$ cat config.mk
export PLATFORM = sky130hd
export DESIGN_NAME = unsigned_decimal_field_formatter
export DESIGN_NICKNAME = d
export VERILOG_FILES = /design/src/sv/udff_pkg.sv /design/src/sv/udff_bcd_cell.sv /design/src/sv/unsigned_decimal_field_formatter.sv
export VERILOG_INCLUDE_DIRS = /design/src /design/src/sv
export SDC_FILE = /design/constraint.sdc
export NUM_CORES = 1
export LEC_CHECK = 0
export BUFFER_PORTS_ARGS = -buffer_cell sky130_fd_sc_hd__buf_2
export CORE_MARGIN = 2
export CORE_UTILIZATION = 33
export CTS_BUF_LIST = sky130_fd_sc_hd__clkbuf_8 sky130_fd_sc_hd__clkbuf_16
export DETAILED_ROUTE_END_ITERATION = 8
export PLACE_DENSITY = 0.59
export REMOVE_ABC_BUFFERS = 1
export SLEW_MARGIN = 0
export SYNTH_ARGS = -nofsm -noshare
export SYNTH_HDL_FRONTEND = slang
export SYNTH_HIERARCHICAL = 1
export SYNTH_SLANG_ARGS = --single-unit
$ cat constraint.sdc
create_clock -name clk_i -period 10.63 [get_ports clk_i]
set_clock_uncertainty 0.15 [all_clocks]
set_input_delay 1.5945 -clock clk_i [delete_from_list [all_inputs] [get_ports clk_i]]
set_output_delay 1.5945 -clock clk_i [all_outputs]
set_load 0.02 [all_outputs]
$ cat src/sv/unsigned_decimal_field_formatter_defines.svh
`ifndef UNSIGNED_DECIMAL_FIELD_FORMATTER_DEFINES_SVH
`define UNSIGNED_DECIMAL_FIELD_FORMATTER_DEFINES_SVH

// Same-cycle implication, sampled on clk_i, off while rst_ni is low
`define UDFF_ASSERT_IMP(label, ante, cons, msg) \
  label: assert property (@(posedge clk_i) disable iff (!rst_ni) (ante) |-> (cons)) \
    else $error(msg);

// Next-cycle implication, sampled on clk_i, off while rst_ni is low
`define UDFF_ASSERT_NXT(label, ante, cons, msg) \
  label: assert property (@(posedge clk_i) disable iff (!rst_ni) (ante) |=> (cons)) \
    else $error(msg);

`endif

$ cat src/sv/udff_pkg.sv
`default_nettype none

package udff_pkg;

  // Defaults for the top level parameters
  localparam int MAX_FIELD_DEF  = 63;
  localparam int VALUE_BITS_DEF = 32;

  // Fixed widths of the transaction fields
  localparam int VALUE_W = 32;
  localparam int FIELD_W = 6;
  localparam int CHAR_W  = 8;

  // One BCD digit per cell
  localparam int DIGIT_W = 4;
  localparam logic [DIGIT_W-1:0] BCD_ADJ_MIN = 4'd5;
  localparam logic [DIGIT_W-1:0] BCD_ADJ_ADD = 4'd3;

  // ASCII codes
  localparam logic [CHAR_W-1:0] CHAR_ZERO  = 8'h30;
  localparam logic [CHAR_W-1:0] CHAR_SPACE = 8'h20;

  // Control handed to every digit cell
  typedef struct packed {
    logic clear;
    logic shift;
  } cell_ctrl_t;

endpackage

`default_nettype wire

$ cat src/sv/udff_bcd_cell.sv
`default_nettype none

module udff_bcd_cell
  import udff_pkg::*;
(
  input  wire logic               clk_i,
  input  wire logic               rst_ni,
  input  wire cell_ctrl_t         ctrl_i,
  input  wire logic               carry_i,
  output logic                    carry_o,
  output logic [DIGIT_W-1:0]      digit_o
);

  logic [DIGIT_W-1:0] digit_q;
  logic [DIGIT_W-1:0] digit_d;
  logic [DIGIT_W-1:0] adj;

  // Add three to digits of five and up, then shift in the lower neighbor's bit
  always_comb begin
    adj     = (digit_q >= BCD_ADJ_MIN) ? (digit_q + BCD_ADJ_ADD) : digit_q;
    digit_d = digit_q;
    if (ctrl_i.clear) begin
      digit_d = '0;
    end else if (ctrl_i.shift) begin
      digit_d = {adj[DIGIT_W-2:0], carry_i};
    end
  end

  assign carry_o = adj[DIGIT_W-1];
  assign digit_o = digit_q;

  always_ff @(posedge clk_i or negedge rst_ni) begin
    if (!rst_ni) begin
      digit_q <= '0;
    end else begin
      digit_q <= digit_d;
    end
  end

endmodule

`default_nettype wire

$ cat src/sv/unsigned_decimal_field_formatter.sv
// Formats an unsigned number as a printf %u field and sends it out one ASCII
// character per transaction, with last_char_o on the final one. A row of BCD
// digit cells converts the value by shift-and-add-three, one value bit per
// cycle; the ST_PREP and ST_PLAN states follow, then one character per cycle
// while the output side does not stall. The field is as long as the largest
// of field width and digit count or precision, and a field that prints
// nothing returns to idle without any output. A new item is taken once the
// previous item's last character sits in the output register.
`default_nettype none

module unsigned_decimal_field_formatter
  import udff_pkg::*;
#(
  parameter int MAX_FIELD  = MAX_FIELD_DEF,
  parameter int VALUE_BITS = VALUE_BITS_DEF
) (
  input  wire logic                clk_i,
  input  wire logic                rst_ni,
  input  wire logic                valid_i,
  output logic                     stall_o,
  input  wire logic [VALUE_W-1:0]  value_i,
  input  wire logic [FIELD_W-1:0]  field_width_i,
  input  wire logic [FIELD_W-1:0]  min_digits_i,
  input  wire logic                has_precision_i,
  input  wire logic                left_justify_i,
  input  wire logic                pad_with_zero_i,
  output logic                     valid_o,
  input  wire logic                stall_i,
  output logic [CHAR_W-1:0]        character_o,
  output logic                     last_char_o
);

`include "unsigned_decimal_field_formatter_defines.svh"

  localparam int NDIG    = (VALUE_BITS * 30103) / 100000 + 1;
  localparam int CNT_MAX = (MAX_FIELD > NDIG) ? MAX_FIELD : NDIG;
  localparam int CW      = $clog2(CNT_MAX + 1);
  localparam int NDW     = $clog2(NDIG + 1);
  localparam int DIW     = $clog2(NDIG);
  localparam int BCW     = $clog2(VALUE_BITS + 1);

  typedef enum logic [2:0] {
    ST_IDLE,
    ST_CONV,
    ST_PREP,
    ST_PLAN,
    ST_EMIT
  } state_e;

  state_e                  state_q;
  logic [VALUE_BITS-1:0]   val_q;
  logic [BCW-1:0]          bcnt_q;
  logic [CW-1:0]           width_q;
  logic [CW-1:0]           prec_q;
  logic                    dot_q;
  logic                    left_q;
  logic                    zpad_q;
  logic [NDW-1:0]          ndig_q;
  logic [CW-1:0]           b1_q;
  logic [CW-1:0]           b2_q;
  logic [CW-1:0]           pos_q;
  logic [CW-1:0]           last_pos_q;
  logic [DIW-1:0]          dig_idx_q;
  logic                    out_valid_q;
  logic [CHAR_W-1:0]       out_char_q;
  logic                    out_last_q;

  logic                        accept;
  logic                        adv;
  cell_ctrl_t                  cell_ctrl;
  logic [NDIG:0]               carry;
  logic [DIGIT_W-1:0]          dig [NDIG];
  logic [VALUE_W+VALUE_BITS-1:0] val_ext;
  logic [CW-1:0]               width_sat;
  logic [CW-1:0]               prec_sat;
  logic [NDW-1:0]              ndig_c;

  logic [CW-1:0]     ndig_w;
  logic              use_prec;
  logic [CW-1:0]     body;
  logic [CW-1:0]     zeros;
  logic [CW-1:0]     pad;
  logic [CW-1:0]     total;
  logic [CW-1:0]     b1_c;
  logic [CW-1:0]     b2_c;

  logic              in_b1;
  logic              in_b2;
  logic              digit_sel;
  logic              is_last;
  logic [CHAR_W-1:0] pad_char;
  logic [CHAR_W-1:0] dig_char;
  logic [CHAR_W-1:0] ch;

  assign accept      = valid_i && !stall_o;
  assign stall_o     = (state_q != ST_IDLE);
  assign adv         = !out_valid_q || !stall_i;
  assign valid_o     = out_valid_q;
  assign character_o = out_char_q;
  assign last_char_o = out_last_q;

  // Take the low VALUE_BITS bits of the value, zero-extended
  assign val_ext = {{VALUE_BITS{1'b0}}, value_i};

  // Saturate width and precision
  always_comb begin
    width_sat = (int'(field_width_i) > MAX_FIELD) ? CW'(MAX_FIELD) : CW'(field_width_i);
    prec_sat  = (int'(min_digits_i) > MAX_FIELD) ? CW'(MAX_FIELD) : CW'(min_digits_i);
  end

  // Drive the digit row: clear on a new transaction, shift while converting
  assign cell_ctrl.clear = accept;
  assign cell_ctrl.shift = (state_q == ST_CONV);
  assign carry[0]        = val_q[VALUE_BITS-1];

  for (genvar k = 0; k < NDIG; k++) begin : g_cell
    udff_bcd_cell u_cell (
      .clk_i   (clk_i),
      .rst_ni  (rst_ni),
      .ctrl_i  (cell_ctrl),
      .carry_i (carry[k]),
      .carry_o (carry[k+1]),
      .digit_o (dig[k])
    );
  end

  // Count significant digits; zero with precision zero has none
  always_comb begin
    ndig_c = '0;
    for (int k = 0; k < NDIG; k++) begin
      if (dig[k] != '0) begin
        ndig_c = NDW'(k + 1);
      end
    end
    if (ndig_c == '0 && !(dot_q && prec_q == '0)) begin
      ndig_c = NDW'(1);
    end
  end

  // Lay out the field: pad, precision zeros, digits; the pad goes last when left-justified
  always_comb begin
    ndig_w   = CW'(ndig_q);
    use_prec = dot_q && (prec_q > ndig_w);
    body     = use_prec ? prec_q : ndig_w;
    zeros    = use_prec ? (prec_q - ndig_w) : '0;
    pad      = (width_q > body) ? (width_q - body) : '0;
    total    = (width_q > body) ? width_q : body;
    b1_c     = left_q ? zeros : pad;
    b2_c     = left_q ? body : (total - ndig_w);
  end

  // Pick the character at the current position
  always_comb begin
    in_b1     = (pos_q < b1_q);
    in_b2     = (pos_q < b2_q);
    digit_sel = left_q ? (!in_b1 && in_b2) : !in_b2;
    is_last   = (pos_q == last_pos_q);
    pad_char  = (zpad_q && !dot_q) ? CHAR_ZERO : CHAR_SPACE;
    dig_char  = CHAR_ZERO + {{(CHAR_W-DIGIT_W){1'b0}}, dig[dig_idx_q]};
    if (in_b1) begin
      ch = left_q ? CHAR_ZERO : pad_char;
    end else if (in_b2) begin
      ch = left_q ? dig_char : CHAR_ZERO;
    end else begin
      ch = left_q ? CHAR_SPACE : dig_char;
    end
  end

  // Sequence one transaction and hold the output register
  always_ff @(posedge clk_i or negedge rst_ni) begin
    if (!rst_ni) begin
      state_q     <= ST_IDLE;
      val_q       <= '0;
      bcnt_q      <= '0;
      width_q     <= '0;
      prec_q      <= '0;
      dot_q       <= 1'b0;
      left_q      <= 1'b0;
      zpad_q      <= 1'b0;
      ndig_q      <= '0;
      b1_q        <= '0;
      b2_q        <= '0;
      pos_q       <= '0;
      last_pos_q  <= '0;
      dig_idx_q   <= '0;
      out_valid_q <= 1'b0;
      out_char_q  <= '0;
      out_last_q  <= 1'b0;
    end else begin
      if (!stall_i && state_q != ST_EMIT) begin
        out_valid_q <= 1'b0;
      end
      case (state_q)
        ST_IDLE: begin
          if (valid_i) begin
            val_q   <= val_ext[VALUE_BITS-1:0];
            bcnt_q  <= '0;
            width_q <= width_sat;
            prec_q  <= prec_sat;
            dot_q   <= has_precision_i;
            left_q  <= left_justify_i;
            zpad_q  <= pad_with_zero_i;
            state_q <= ST_CONV;
          end
        end
        ST_CONV: begin
          val_q  <= {val_q[VALUE_BITS-2:0], 1'b0};
          bcnt_q <= bcnt_q + 1'b1;
          if (bcnt_q == BCW'(VALUE_BITS - 1)) begin
            state_q <= ST_PREP;
          end
        end
        ST_PREP: begin
          ndig_q  <= ndig_c;
          state_q <= ST_PLAN;
        end
        ST_PLAN: begin
          b1_q       <= b1_c;
          b2_q       <= b2_c;
          pos_q      <= '0;
          last_pos_q <= total - 1'b1;
          dig_idx_q  <= (ndig_q != '0) ? DIW'(ndig_q - 1'b1) : '0;
          state_q    <= (total == '0) ? ST_IDLE : ST_EMIT;
        end
        ST_EMIT: begin
          if (adv) begin
            out_valid_q <= 1'b1;
            out_char_q  <= ch;
            out_last_q  <= is_last;
            pos_q       <= pos_q + 1'b1;
            if (digit_sel) begin
              dig_idx_q <= dig_idx_q - 1'b1;
            end
            if (is_last) begin
              state_q <= ST_IDLE;
            end
          end
        end
        default: begin
          state_q <= ST_IDLE;
        end
      endcase
    end
  end

  `UDFF_ASSERT_IMP(a_no_digit_overflow, state_q == ST_CONV, !carry[NDIG],
                   "digit row overflowed during conversion")
  `UDFF_ASSERT_IMP(a_pos_in_field, state_q == ST_EMIT, pos_q <= last_pos_q,
                   "emit position ran past the field")
  `UDFF_ASSERT_IMP(a_digit_in_range, state_q == ST_EMIT && digit_sel,
                   NDW'(dig_idx_q) < ndig_q, "digit index beyond significant digits")
  `UDFF_ASSERT_NXT(a_last_ends_item, state_q == ST_EMIT && adv && is_last,
                   state_q == ST_IDLE && out_valid_q && out_last_q,
                   "last character did not end the transaction")

endmodule

`default_nettype wire

== Yosys cells after proc, flatten, opt, wreduce, memory -nomap -nowiden ==
Index checks and enable logic that the tools add are counted.
Storage, ports and cells
  register bits: 138
  input port bits: 51
  output and inout port bits: 11
  word-level logic and storage cells: 190
Operators by class
  add/subtract/negate cells: 19
  $lt $le $gt $ge: 15
  eq/ne operators: 12
  muxes and demuxes: 76
  bitwise operators: 1
  reductions and logical operators: 40
Operators with widths (number)
  $mux 4: 44
  $pmux 32 s2: 1
  $mux 6: 8
  $reduce_bool 4->1: 11
  $ge 4x3->1 const B: 10
  $add 4x2->4 const B: 9
  $mux 32: 1
  $pmux 6 s2: 2
  $mux 7: 3
  $mux 3: 6
  $bmux 4 s4: 1
  $pmux 3 s5: 1
  $add 6x1->6 const B: 2
  $logic_not 6->1: 2
  $lt 6x6->1: 2
  $sub 6x4->6: 2
  $mux 5: 2
  $mux 8: 1
  $ne 2x2->1 const B: 4
  $pmux 4 s2: 1
  $reduce_and 2->1: 4
  $sub 4x1->4 const B: 2
  $add 6x4->7 const A: 1
  $logic_and 1x1->1: 7
  23 further kinds: 36

== Depth between registers and ports, before layout ==
Gate-level depths: netlist of the first run.
  depth after elaboration: 14
  depth in mapped cells: 25
  mapped depth without buffers: 24

== Hierarchy ==
The synthesis of the first run kept the hierarchy.
By module, submodules not included
  unsigned_decimal_field_formatter: times used 1, cells each 658, area an instance 5954.5 um^2, seq. area each 2402.3 um^2
  udff_bcd_cell: times used 10, cells each 27, area an instance 261.5 um^2, seq. area each 100.1 um^2

== Worst setup path after synthesis of the first run ==
No wires, ideal clock.
  path type: reg2reg
  start point: register ndig_q[2]
  end point: register b2_q[4]
  setup time: 0.087 ns
  arrival time: 4.935 ns
  data required time: 10.393 ns
  path slack: 5.458 ns
  stages on the path, launching flop included: 23
  buffers on the path: 1
  period minus slack after synthesis: 5.172 ns
  path through: dfrtp_1 > clkinv_1 > ha_1 > and4_1 > a21oi_1 > o31ai_2 > mux2i_1 > ha_1 > nor2b_1 > nor2_1 > nor2_1 > maj3_2 > o21ai_4 > buf_6 > mux2i_1 > ha_1 > fa_1 > inv_1 > a21o_1 > a21oi_1 > xnor2_1 > nand2_1 > a22oi_1
On the way
  word-level cells in the longest chain between the ends: 7
Ends and longest elaborated chain
  start: declaration: line unsigned_decimal_field_formatter.sv:58  | logic [NDW-1:0] ndig_q;
  start signal: assignment: line unsigned_decimal_field_formatter.sv:214  | ndig_q <= ndig_c;
  $gt 6x4->1: line unsigned_decimal_field_formatter.sv:143  | use_prec = dot_q && (prec_q > ndig_w);
  $logic_and 1x1->1: line unsigned_decimal_field_formatter.sv:143
  $mux 6: line unsigned_decimal_field_formatter.sv:144  | body = use_prec ? prec_q : ndig_w;
  $gt 6x6->1: line unsigned_decimal_field_formatter.sv:147  | total = (width_q > body) ? width_q : body;
  $mux 6: line unsigned_decimal_field_formatter.sv:147
  $sub 6x4->6: line unsigned_decimal_field_formatter.sv:149  | b2_c = left_q ? body : (total - ndig_w);
  $mux 6 *: line unsigned_decimal_field_formatter.sv:149
  end signal: assignment: line unsigned_decimal_field_formatter.sv:182  | b2_q <= '0;
  end signal: assignment: line unsigned_decimal_field_formatter.sv:219  | b2_q <= b2_c;
  end: declaration: line unsigned_decimal_field_formatter.sv:60  | logic [CW-1:0] b2_q;
Mark *: on every way between the ends. The rest lies on a longest branch, timed or not.
A chain may end at the register's enable or synchronous reset.

== Worst setup path in the final report of the first run ==
  start point: register ndig_q[2]
  end point: register b2_q[3]
The elaborated chain is that of the path after synthesis.

==> flow_summary.toml, run 1 <==
[placed_design]
io_buffer_count = 59
dpl.hpwl_mm = 13.96
place.gp.congestion = 0.8712

[global_routing]
grt_remaining_overflow = 0
grt_antenna_before_repair = 0
grt_pass1_vias = 6652
track_usage = 0.1578
grt_max_degree = 81
grt_first_pass_wirelength_mm = 34.06

[sta]
hold_viol = 0
min_period_ns = 5.996
fin_crit_sh = 0.5640
hold_slack_ns = 0.3202
setup_viol = 0
rsz0062_at_grt = "no"
slew_viol_final = 0
max_slew_margin = 0.4103
final.setup.tns_ns = 0
fmax_ghz = 0.1668
worst_pin_slew_ns = 0.8735

[route]
detail-route-antenna-nets = 0
wl_per_cell_um = 15.27
viasPerCell = 5.153
vias = 6735
wirelength_mm = 19.96
drcViolationCount = 0
drt_iter0_drc = 400
detail_route.first_pass.iterations = 5

[cells_and_area]
nNetsFinal = 1067
layout_common_cells = "nand2_1, dfrtp_1, nor2_1, o21ai_0, buf_2"
syn_to_final_growth_pct = 13.17
n_antenna_cell = 0
layout-drive-gt1-share = 0.1586
final_common_cell = "nand2_1"

[critical_path]
cp-end-kind = "register"
worstSetupPathType = "register to register"
crit_start = "ndig_q[2]"
worstPathRequired_ns = 10.76
worst-path-max-fanout = 13
cpPeakStageDelay_ns = 0.63
arrival_ns = 6.13
cp-start-kind = "register"
cpMaxStageDelayCell = "mux2i_1"
cp_cell_sequence = "clkinv_1 > ha_1 > and4_1 > a21oi_1 > o31ai_2 > mux2i_1 > ha_1 > nor2b_1 > nor2_1 > nor2_1 > maj3_2 > o21ai_4 > mux2i_1 > ha_1 > inv_1 > nor2_1 > o211ai_1 > a21boi_0 > nor3_1 > mux2i_1 > o221ai_1"
rr_startpoint = "ndig_q[2]"

[hold_path]
hp-start = "character_o[5]"
worstHoldPathType = "register to register"

[pwr]
power_density_nw_per_um2 = 310.7
leakage_nw = 4.381
ir_drop_uv = 109.8

[clocking]
cts_tree = "built"
cts_buffers = 17
hold_buffers = 0
cts_setup_buffers = 0
cts_max_level = 4
numClockSinks = 136
cts_root_buf = "clkbuf_16"
clock_latency_ns = 0.43
clockBufferDepth = 2
clk_pin_slew_ns = 0.06
post_cts_resized = 0

[flow_run]
cap_violations = 0

[die]
std_cell_rows = 58
fp.dieW_um = 164.9
start_util = 0.3375
die-area_um2 = 27210
core-area_um2 = 25330
io_pins = 62
fp.dieH_um = 164.9

[synthesis]
syn_avg_cell_area_um2 = 9.251
synth_cells = 924
synth.cell_area_um2 = 8548
synth_warnings = 6

[status]
status = "finished clean"
metrics by stage:
step	utilization	cell area, µm²	setup WS (ns)	instances	total power (W)
global placement	0.3598	9114	4.810	1276	0.002415
finish	0.3820	9674	4.634	1307	0.003006
floorplan	-	8352	5.319	881	0.002093
detailed placement	0.3598	9114	4.665	1276	0.002440
CTS	0.3820	9674	4.656	1307	0.003028
global route	0.3820	9674	4.088	1307	0.003293
path summary, 6_finish.rpt:
path,slack [ns],cells after the start,endpoint
min in group asynchronous,1.07,1,b1_q[1]
max reg2reg,4.63,21,b2_q[3]
max,4.63,21,b2_q[3]
min,0.32,1,character_o[5]
max in group asynchronous,8.02,2,val_q[21]
min reg2reg,0.32,1,character_o[5]
layer usage:
metal / routed length [µm] / vias to the layer above / track usage
li1: - / 3373 / -
met1: 9933 / 3252 / 0.2193
met2: 9099 / 95 / 0.2463
met3: 674 / 15 / 0.03340
met4: 256 / 0 / 0.04862
met5: 0 / - / 0
flip-flops by register name, summed over array words and instances (netlist names):
name,cells
b1_q,6
b2_q,6
bcnt_q,6
character_o,6
dig_idx_q,4
dot_q,1
g_cell.u_cell/digit_o,40
last_char_o,1
last_pos_q,6
left_q,1
ndig_q,4
pos_q,6
prec_q,6
state_q,3
val_q,32
valid_o,1
width_q,6
zpad_q,1
report_power, final:
| group | leakage, nW | switching (W) | internal [W] |
|---|---|---|---|
| sequential | 1.74 | 0.000232 | 0.000716 |
| clock | 0.262 | 0.000241 | 0.000329 |
| combinational | 2.38 | 0.000794 | 0.000695 |
| total | 4.38 | 0.00127 | 0.00174 |
layout make-up:
type	count	area, µm²
Inverter	56	212.7
Clock buffer	18	439.2
Sequential cell	136	3403
Multi-Input combinational cell	689	4738
Clock inverter	13	121.4
Tap cell	330	412.9
Fill cell	2550	15650
Timing Repair Buffer	65	346.6
worst max-delay path, delay by kind of cell (launching register included):
kind            cells  cell delay (ns)
compound gates      6             1.20
fa+ha+maj           4             1.45
buf+inv             2             0.35
flops               1             0.44
mux                 3             1.28
simple gates        6             0.96
No activity file was read; power rests on OpenSTA's default activity.
==> run 2, diff against run 1 <==
- PLACE_DENSITY: 0.59 -> 0.61
- clock period: 10.63 -> 5.49 ns (I/O delays scaled with it)
==> run 2 against run 1 <==
Net effect: setup slack worse by 4.3 ns; hold slack worse by 0.029 ns; non-clock buffer count is 12 higher.
==> flow_summary.toml, run 2 (same netlist as run 1, synthesis figures left out) <==
[status]
status = "finished clean"

[route]
vias = 6831
detail_route.first_pass.iterations = 7
detail-route-antenna-nets = 0
drcViolationCount = 0
drt_iter0_drc = 451
wirelength_mm = 20.34
viasPerCell = 5.175
wl_per_cell_um = 15.41

[cells_and_area]
n_antenna_cell = 0
largest_reg_flops = 40
nNetsFinal = 1079
final_common_cell = "nand2_1"
layout-drive-gt1-share = 0.1727
layout_common_cells = "nand2_1, dfrtp_1, nor2_1, o21ai_0, buf_2"
fillers = 2540
finalNonFillerCells = 1320
syn_to_final_growth_pct = 14.45

[pwr]
seqPwrFrac = 0.306
leakage_nw = 4.450
power_w = 0.005980
p_clk_frac = 0.187
power_density_nw_per_um2 = 611.3
p_comb_frac = 0.507
ir_drop_uv = 258.2
p_int_w = 0.003438
p_sw_w = 0.002542
switching_share = 0.4251

[clocking]
cts_root_buf = "clkbuf_16"
cts_buffers = 17
cts_max_level = 4
clock_latency_ns = 0.43
numClockSinks = 136
hold_buffers = 0
cts_tree = "built"
clk_pin_slew_ns = 0.06
clockBufferDepth = 2

[hold_path]
worstHoldPathType = "input port to async pin"

[critical_path]
cp-start-kind = "register"
cp-end-kind = "register"
arrival_ns = 5.31
worstPathRequired_ns = 5.65
rr_worst_depth = 22
cpMaxStageDelayCell = "fa_1"
cpPeakStageDelay_ns = 0.43
worstSetupPathType = "register to register"
worst-path-max-fanout = 7
cp_cell_sequence = "inv_1 > ha_1 > inv_1 > fa_1 > nand3_1 > a21oi_1 > o31ai_2 > mux2_2 > ha_1 > fa_1 > nor2b_2 > nor2_1 > nor2_1 > maj3_2 > o21ai_4 > buf_4 > mux2i_1 > ha_1 > fa_1 > xnor3_1 > a211oi_1 > a21oi_1"

[sta]
slew_viol_final = 0
hold_slack_ns = 0.2916
max_slew_margin = 0.2620
setup_viol = 0
fmax_ghz = 0.1941
worst_pin_slew_ns = 1.107
hold_viol = 0
final.setup.tns_ns = 0
fin_crit_sh = 0.9385
rsz0062_at_grt = "no"
min_period_ns = 5.152

[flow_run]
cap_violations = 0

[die]
io_pins = 62
start_util = 0.3375
fp.dieH_um = 164.9
std_cell_rows = 58
fp.dieW_um = 164.9
core-area_um2 = 25330
die-area_um2 = 27210

[global_routing]
grt_pass1_vias = 6561
grt_remaining_overflow = 0
track_usage = 0.1572
grt_max_degree = 107
grt_first_pass_wirelength_mm = 34.05
grt_antenna_before_repair = 0

[placed_design]
io_buffer_count = 59
place_inst = 1284
dpl.hpwl_mm = 13.88
place.gp.congestion = 0.8424
[run 2: critical path, delay by kind of cell, from the launching register on]
kind,cells,cell delay (ns)
adder cells (fa/ha/maj),7,2.09
AO/OA/AOI/OAI,5,0.73
multiplexers,2,0.55
AND/OR/NAND/NOR,4,0.47
flip-flops,1,0.40
XOR/XNOR,1,0.36
buffers and inverters,3,0.29
[run 2: final timing paths]
check | start | endpoint | slack (ns)
setup / recovery | prec_q[0] | b2_q[2] | 0.34
hold / removal | rst_ni | pos_q[4] | 0.29
setup reg to reg | prec_q[0] | b2_q[2] | 0.34
hold reg to reg | character_o[5] | character_o[5] | 0.32
max in group asynchronous | rst_ni | prec_q[0] | 3.68
min in group clk_i | character_o[5] | character_o[5] | 0.32
[run 2: stage by stage]
| stage | cell area (µm²) | setup slack [ns] | utilization |
|---|---|---|---|
| floorplan | 8352 | 0.1790 | - |
| global placement | 9174 | 0.2106 | 0.3622 |
| detailed placement | 9174 | 0.1895 | 0.3622 |
| CTS | 9742 | 0.1529 | 0.3846 |
| global route | 9783 | 0.01412 | 0.3863 |
| finish | 9783 | 0.3376 | 0.3863 |
[run 2: final cells by class]
type                       count  area [µm²]  area share
clock inverter                14       128.9     0.01317
multi-input combinational    689        4750      0.4855
inverter                      56       212.7     0.02174
clock buffer                  18       439.2     0.04489
timing repair buffer          77       436.7     0.04463
tap                          330       412.9     0.04220
sequential                   136        3403      0.3479
[run 2: power groups by stage]
| stage | combinational [W] | clock, W | sequential, W |
|---|---|---|---|
| after floorplan | 0.00235 | 0 | 0.00171 |
| after global placement | 0.00288 | 0 | 0.00184 |
| after detailed placement | 0.00293 | 0 | 0.00184 |
| after CTS | 0.00295 | 0.00114 | 0.00183 |
| after global routing | 0.00342 | 0.00119 | 0.00190 |
| final | 0.00303 | 0.00112 | 0.00183 |
[run 2: routing by layer]
metal | wire length (µm) | share of wire | global-route usage | up-vias
met2 | 9212 | 0.45 | 0.2394 | 117
met1 | 10130 | 0.50 | 0.2242 | 3304
li1 | - | - | - | 3401
met5 | 0 | 0 | 0 | -
met4 | 197 | 0.0097 | 0.04071 | 0
met3 | 799 | 0.039 | 0.03692 | 9
[run 2: what timing repair did]
item / in CTS / in global routing
gates resized for setup: 0 / 3
setup endpoints to repair: 0 / 3
setup buffers: 0 / 4
